==> config.mk <==
export PLATFORM = sky130hd
export DESIGN_NAME = like_pattern_match_unit
export DESIGN_NICKNAME = d
export VERILOG_FILES = /design/src/design/lpm_pkg.sv /design/src/design/lpm_cell.sv /design/src/design/like_pattern_match_unit.sv
export SDC_FILE = /design/constraint.sdc
export NUM_CORES = 2
export LEC_CHECK = 0
export ABC_AREA = 1
export ABC_CLOCK_PERIOD_IN_PS = 8400
export BUFFER_PORTS_ARGS = -buffer_cell sky130_fd_sc_hd__buf_2
export CAP_MARGIN = 10
export CELL_PAD_IN_SITES_DETAIL_PLACEMENT = 2
export CELL_PAD_IN_SITES_GLOBAL_PLACEMENT = 2
export CORE_MARGIN = 2
export CORE_UTILIZATION = 45
export DETAILED_ROUTE_END_ITERATION = 10
export PLACE_DENSITY = 0.94
export REMOVE_ABC_BUFFERS = 1
export SLEW_MARGIN = 20
export SYNTH_ARGS = -nofsm -noshare
export SYNTH_HDL_FRONTEND = slang
export SYNTH_SLANG_ARGS = --single-unit
==> constraint.sdc <==
create_clock -name clk -period 8.4 [get_ports clk]
set_input_delay 1.26 -clock clk [delete_from_list [all_inputs] [get_ports clk]]
set_output_delay 1.26 -clock clk [all_outputs]
set_load 0.01 [all_outputs]
==> src/design/lpm_pkg.sv <==
// Shared types and constants for the LIKE pattern match unit.
package lpm_pkg;

  // Default bound on stored pattern symbols.
  localparam int MaxPatternDefault = 64;

  // Operation codes carried on the request channel.
  typedef enum logic [1:0] {
    OP_CLEAR  = 2'd0,
    OP_APPEND = 2'd1,
    OP_START  = 2'd2,
    OP_TEXT   = 2'd3
  } op_t;

  // Kind of one stored pattern symbol.
  typedef enum logic [1:0] {
    KIND_LITERAL = 2'd0,
    KIND_ANYRUN  = 2'd1,
    KIND_SINGLE  = 2'd2
  } kind_t;

  // Pattern bytes with a special meaning.
  localparam logic [7:0] ChPercent    = 8'h25;
  localparam logic [7:0] ChUnderscore = 8'h5F;
  localparam logic [7:0] ChBackslash  = 8'h5C;

  // Data that one cell hands to its right neighbor every cycle.
  typedef struct packed {
    logic       go;        // a column update passes this point
    logic       start;     // update is a start-of-text pass
    logic [7:0] ch;        // text byte of the update
    logic       new_bit;   // updated column bit of the left neighbor
    logic       old_bit;   // column bit of the left neighbor before the update
  } wave_t;

  // Pattern write into one cell.
  typedef struct packed {
    logic       clr;       // drop the whole pattern
    kind_t      kind;      // kind of the symbol being written
    logic [7:0] ch;        // literal byte of the symbol
  } cell_wr_t;

endpackage

==> src/design/lpm_cell.sv <==
// One pattern symbol with its match column bit, updated as a wave passes.
module lpm_cell (
  input  logic             clk,
  input  logic             rst,
  input  logic             wr_en,
  input  lpm_pkg::cell_wr_t wr,
  input  lpm_pkg::wave_t   wave_in,
  output lpm_pkg::wave_t   wave_out
);
  import lpm_pkg::*;

  logic       valid;
  logic       col;
  kind_t      kind;
  logic [7:0] sym_char;
  logic       col_next;

  // Column rule for this symbol, from the neighbor's new and old bits.
  always_comb begin
    col_next = 1'b0;
    if (wave_in.start) begin
      col_next = wave_in.new_bit & (kind == KIND_ANYRUN);
    end else begin
      case (kind)
        KIND_ANYRUN: col_next = wave_in.new_bit | wave_in.old_bit | col;
        KIND_SINGLE: col_next = wave_in.old_bit;
        default:     col_next = (sym_char == wave_in.ch) ? wave_in.old_bit : 1'b0;
      endcase
    end
  end

  // Symbol contents, column bit and the data handed on.
  // Cells past the pattern pass the left neighbor's new bit through.
  always_ff @(posedge clk) begin
    if (wr_en) begin
      kind     <= wr.kind;
      sym_char <= wr.ch;
    end
    wave_out.start   <= wave_in.start;
    wave_out.ch      <= wave_in.ch;
    wave_out.new_bit <= valid ? col_next : wave_in.new_bit;
    wave_out.old_bit <= col;
    if (rst) begin
      valid       <= 1'b0;
      col         <= 1'b0;
      wave_out.go <= 1'b0;
    end else begin
      wave_out.go <= wave_in.go;
      if (wr.clr) begin
        valid <= 1'b0;
        col   <= 1'b0;
      end else if (wr_en) begin
        valid <= 1'b1;
        col   <= 1'b0;
      end else if (wave_in.go && valid) begin
        col <= col_next;
      end
    end
  end

endmodule

==> src/design/like_pattern_match_unit.sv <==
// Top level of the LIKE pattern match unit: pattern loader and cell chain.
//
//   channel   direction  handshake           payload
//   request   in         in_valid/in_stall   op, char_byte
//   result    out        out_valid/out_stall matched, pattern_overflow
//
// Clear and append requests give no result.
// Start and text requests send a wave down the row of MAX_PATTERN cells, one
// cell per cycle; the result is registered when the wave leaves the last cell,
// and no new request is taken while the wave is running.
// Reset (rst, synchronous) empties the pattern and clears the match column.
// A stalled result waits in a holding register; requests stall only while a
// wave is running or a second result is held.
module like_pattern_match_unit #(
  parameter int MAX_PATTERN = lpm_pkg::MaxPatternDefault
) (
  input  logic             clk,
  input  logic             rst,
  input  logic             in_valid,
  output logic             in_stall,
  input  lpm_pkg::op_t     op,
  input  logic [7:0]       char_byte,
  output logic             out_valid,
  input  logic             out_stall,
  output logic             matched,
  output logic             pattern_overflow
);
  import lpm_pkg::*;

  localparam int CW = $clog2(MAX_PATTERN + 1);

  logic          accept;
  logic [CW-1:0] count;
  logic          esc;
  logic          ovf;
  logic          col0;
  logic          busy;
  logic          pend;
  logic          pend_matched;
  logic          out_free;
  logic          store;
  kind_t         store_kind;
  logic          full;
  logic          wr_go;
  cell_wr_t      wr;
  wave_t         wave [MAX_PATTERN+1];

  assign accept   = in_valid && !in_stall;
  assign in_stall = busy | pend;
  assign out_free = !out_valid || !out_stall;
  assign full     = (count >= CW'(MAX_PATTERN));

  // Decode one pattern byte into a symbol, honoring a pending escape.
  always_comb begin
    store      = 1'b0;
    store_kind = KIND_LITERAL;
    if (esc) begin
      store = 1'b1;
    end else if (char_byte == ChPercent) begin
      store      = 1'b1;
      store_kind = KIND_ANYRUN;
    end else if (char_byte == ChUnderscore) begin
      store      = 1'b1;
      store_kind = KIND_SINGLE;
    end else if (char_byte != ChBackslash) begin
      store = 1'b1;
    end
  end

  assign wr_go   = accept && (op == OP_APPEND) && store && !full;
  assign wr.clr  = accept && (op == OP_CLEAR);
  assign wr.kind = store_kind;
  assign wr.ch   = (store_kind == KIND_LITERAL) ? char_byte : 8'd0;

  // Pattern bookkeeping, column bit zero, wave entry and result handling.
  always_ff @(posedge clk) begin
    if (accept) begin
      wave[0].start   <= (op == OP_START);
      wave[0].ch      <= char_byte;
      wave[0].new_bit <= (op == OP_START);
      wave[0].old_bit <= col0;
    end
    if (rst) begin
      count     <= '0;
      esc       <= 1'b0;
      ovf       <= 1'b0;
      col0      <= 1'b0;
      busy      <= 1'b0;
      pend      <= 1'b0;
      out_valid <= 1'b0;
      wave[0].go <= 1'b0;
    end else begin
      wave[0].go <= accept && ((op == OP_START) || (op == OP_TEXT));
      if (accept) begin
        unique case (op)
          OP_CLEAR: begin
            count <= '0;
            esc   <= 1'b0;
            ovf   <= 1'b0;
            col0  <= 1'b0;
          end
          OP_APPEND: begin
            if (esc) begin
              esc <= 1'b0;
            end else if (char_byte == ChBackslash) begin
              esc <= 1'b1;
            end
            if (store) begin
              if (full) begin
                ovf <= 1'b1;
              end else begin
                count <= count + CW'(1);
              end
            end
          end
          OP_START: begin
            col0 <= 1'b1;
            busy <= 1'b1;
          end
          OP_TEXT: begin
            col0 <= 1'b0;
            busy <= 1'b1;
          end
          default: ;
        endcase
      end

      // Wave leaves the last cell: show the result or hold it.
      if (wave[MAX_PATTERN].go) begin
        busy <= 1'b0;
        if (out_free) begin
          out_valid <= 1'b1;
        end else begin
          pend <= 1'b1;
        end
      end else if (pend && out_free) begin
        pend      <= 1'b0;
        out_valid <= 1'b1;
      end else if (out_valid && !out_stall) begin
        out_valid <= 1'b0;
      end
    end
  end

  // Result payload.
  always_ff @(posedge clk) begin
    if (wave[MAX_PATTERN].go) begin
      if (out_free) begin
        matched          <= wave[MAX_PATTERN].new_bit;
        pattern_overflow <= ovf;
      end else begin
        pend_matched <= wave[MAX_PATTERN].new_bit;
      end
    end else if (pend && out_free) begin
      matched          <= pend_matched;
      pattern_overflow <= ovf;
    end
  end

  // Row of symbol cells.
  for (genvar k = 0; k < MAX_PATTERN; k++) begin : g_cell
    lpm_cell u_cell (
      .clk      (clk),
      .rst      (rst),
      .wr_en    (wr_go && (count == CW'(k))),
      .wr       (wr),
      .wave_in  (wave[k]),
      .wave_out (wave[k+1])
    );
  end

endmodule
==> impl_results.md <==
* Status: completed
* GR Overflow Total at 0
* Crit-path max FO at 37
* Layout Cells excl Fill at 7,381
* Critical-path cell list: buf_4 > nor2_1 > nand3_1 > nor2_1 > nand2_1 > nand2_4 > inv_6 > nand3_1 > nor2_1
* Footprint of the multi-input gates at 0.01431 sq mm
* Most frequent cell after synthesis: nand2_1
* Top post-synthesis cells by area: edfxtp_1 (35%), dfxtp_1 (32%), nand2_1 (7.7%), inv_1 (6.6%), nor2_1 (3.8%)
* Post-CTS Setup Repair Bufs at 0
* Final WS setup at 3.666 ns
* Boundary pin count at 18
* Post-Syn Instances at 5,439
* Skew-Pair Late Insertion Delay at 0.85 ns
* Initial antenna violation count at 18
* Fin. Hold Viols at 0
* Leak pwr at 27.23 nW
* Top FF cell, synth: dfxtp_1
* Fillers at 12.60k
* Setup_tns at 0 ns
* Worst hold slack at 0.3516 ns
* Layout Nets at 5,757
* Most common cell on crit path: nor2_1
* Max Fclk at 0.2112 GHz
* First drt pass iteration count at 6
* Crit. End Element: register
* Critical path buffers and inverters at 2
* Vias in the first global route at 49.38k
* GR Util All Layers at 39.11%
* H-tree Lvls at 4
* Final Power at 16.45 mW
* Hold_buf cts at 0
* Synth top area share at 35.18%
* Sink Count at 1,553
* CP max-delay cell: nor2_1
* Tightest Hold Check Type: reg -> reg
* WL per Instance at 33.63 microns
* Peak supply drop at 0.2367 mV
* EDFF count, synth at 653
* Cells resized by post-CTS repair at 0
* Unrepaired setup endpoints after global routing: false
* CTS tree: yes
* Tcrit/Tclk final at 56.35%
* Req. time, crit path at 8.83 ns
* Longest Clk Path Bufs at 3
* RePlAce Congestion at 0.8130
* Total CTS buffers at 160
* Post-synth top cells: nand2_1 (1,145), inv_1 (982), dfxtp_1 (900)
* Final Skew at 0.04442 ns
* Crit path DAT at 5.16 ns
* Unique masters post-synth at 42
* Crit path max-delay family: simple AND/OR/NAND/NOR gates
* Initial Util at 45.20%
* Vias per cell at 5.783
* Asr flop ratio synth at 0%
* Min Tclk post-route at 4.734 ns
* Iteration-0 DRC Markers at 4,157
* Share of cells above drive strength 1 at 6.844%
* Number of remaining DRC errors at 0
* CTS Root Cell: clkbuf_16
* Max cap viols at 0
* Number of port buffers at 17
* Total die area at 0.1267 sq mm
* Ratio of total power to cell area at 259.9 mW/mm^2
* DP Worst Slack at 3.214 ns
* DPL Wire Length at 135,800 microns
* Die Span X at 355.9 microns
* Vias at 42.68k
* Remaining antenna violation count at 0
* #FFs+latches synth at 1,553
* Crit-path max cell delay at 1.18 ns
* Core Area at 0.1233 sq mm
* First-pass GRT wire length at 357,100 microns
* Die height at 355.9 microns
* FP Rows at 129
* Slew headroom at 12.76%
* Largest net degree at the start of global routing at 60
* Worst Tran Pin Value at 1.304 ns
* Area Growth Syn to Fin at 13.55%
* Worst setup SP type: input pin
* Routed WL at 248,200 microns
* Avg Synthesized Cell Area at 10.25 sq um
* Kind of critical path: in -> reg
* Synthesized area at 0.05574 sq mm
* Yosys top cell by area: edfxtp_1
* Post-synthesis sequential area ratio at 67.50%
* Syn. warnings at 0
* Final Max Tran Viols at 0
* Clock transition at path regs at 0.08 ns
* Register Area at 0.03763 sq mm
* Final setup violation count at 0
* Placed Cells at 7,081
[per-stage QoR]
stage	cell area [sq um]	utilization, %
floorplan	55560	-
global placement	57940	46.99
detailed placement	57940	46.99
CTS	63270	51.31
global route	63290	51.32
finish	63290	51.33
[metal layers]
| metal | vias up | wire length, microns | track usage, % |
|---|---|---|---|
| met3 | 1036 | 16450 | 7.355 |
| met2 | 2295 | 127100 | 70.18 |
| met4 | 8 | 18570 | 26.17 |
| li1 | 17480 | - | - |
| met1 | 21860 | 86070 | 41.69 |
| met5 | - | 57 | 0 |
[area by class of cell]
| class | count | share of cell area (%) |
|---|---|---|
| diodes | 2 | 0.007907 |
| inverters | 989 | 5.875 |
| well taps | 1637 | 3.236 |
| multi-input cells | 2864 | 22.61 |
| repair buffers | 39 | 0.4033 |
| clock inverters | 69 | 1.067 |
| flip-flops and latches | 1553 | 59.45 |
| clock buffers | 228 | 7.354 |
[state kept, by name, summed over array words and instances, names as in the netlist]
signal,cells
g_cell.u_cell.wave_out,758
pattern_overflow,1
pend,1
wave,11
col0,1
count,7
out_valid,1
matched,1
ovf,1
pend_matched,1
g_cell.u_cell.kind,128
busy,1
esc,1
g_cell.u_cell.sym_char,512
g_cell.u_cell.col,64
g_cell.u_cell.valid,64
[power by group]
group	switching [mW]	leakage (nW)	total, mW	internal (mW)
combinational	0.367	11.2	0.477	0.110
clock	3.58	2.63	7.76	4.18
sequential	0.205	13.4	8.21	8.01
total	4.15	27.2	16.4	12.3
[cells by family (layout without fill, tap and decap cells)]
| kind of cell | Yosys count | in the layout | synth area share, % |
|---|---|---|---|
| xor+xnor | 143 | 143 | 2.247 |
| simple gates | 2037 | 2037 | 15.08 |
| compound gates | 548 | 548 | 5.136 |
| buf+inv | 1022 | 1325 | 6.986 |
| other cells | 0 | 2 | 0 |
| flops | 1553 | 1553 | 67.50 |
| fa+ha+maj | 136 | 136 | 3.053 |
[worst paths after layout]
kind	start	end	slack [ns]	cells after the start
hold reg to reg	g_cell[10].u_cell.wave_out[4]	g_cell[11].u_cell.wave_out[4]	0.35	0
setup reg to reg	busy	g_cell[7].u_cell.sym_char[5]	4.27	9
setup / recovery	char_byte[7]	g_cell[7].u_cell.sym_char[5]	3.67	9
hold / removal	g_cell[10].u_cell.wave_out[4]	g_cell[11].u_cell.wave_out[4]	0.35	0
[placed cells by master, fill, tap and decap left out, types with 14 or more instances in the layout]
| cell type | Yosys | final |
|---|---|---|
| xor2_1 | 41 | 41 |
| or2_2 | 30 | 30 |
| xnor2_1 | 102 | 102 |
| clkbuf_8 | 0 | 14 |
| a21oi_1 | 180 | 180 |
| clkbuf_16 | 0 | 172 |
| dfxtp_1 | 900 | 900 |
| o21a_1 | 16 | 16 |
| nand3_1 | 168 | 168 |
| clkinv_2 | 1 | 30 |
| clkbuf_1 | 13 | 42 |
| nor3_1 | 49 | 48 |
| ha_1 | 136 | 136 |
| buf_2 | 14 | 15 |
| nor2_1 | 563 | 553 |
| nand3_2 | 29 | 29 |
| edfxtp_1 | 653 | 653 |
| o21ai_0 | 318 | 318 |
| nand4_1 | 15 | 15 |
| nand2_1 | 1145 | 1144 |
| inv_1 | 982 | 981 |
| buf_4 | 1 | 24 |
(Power assumes the default switching activity.)
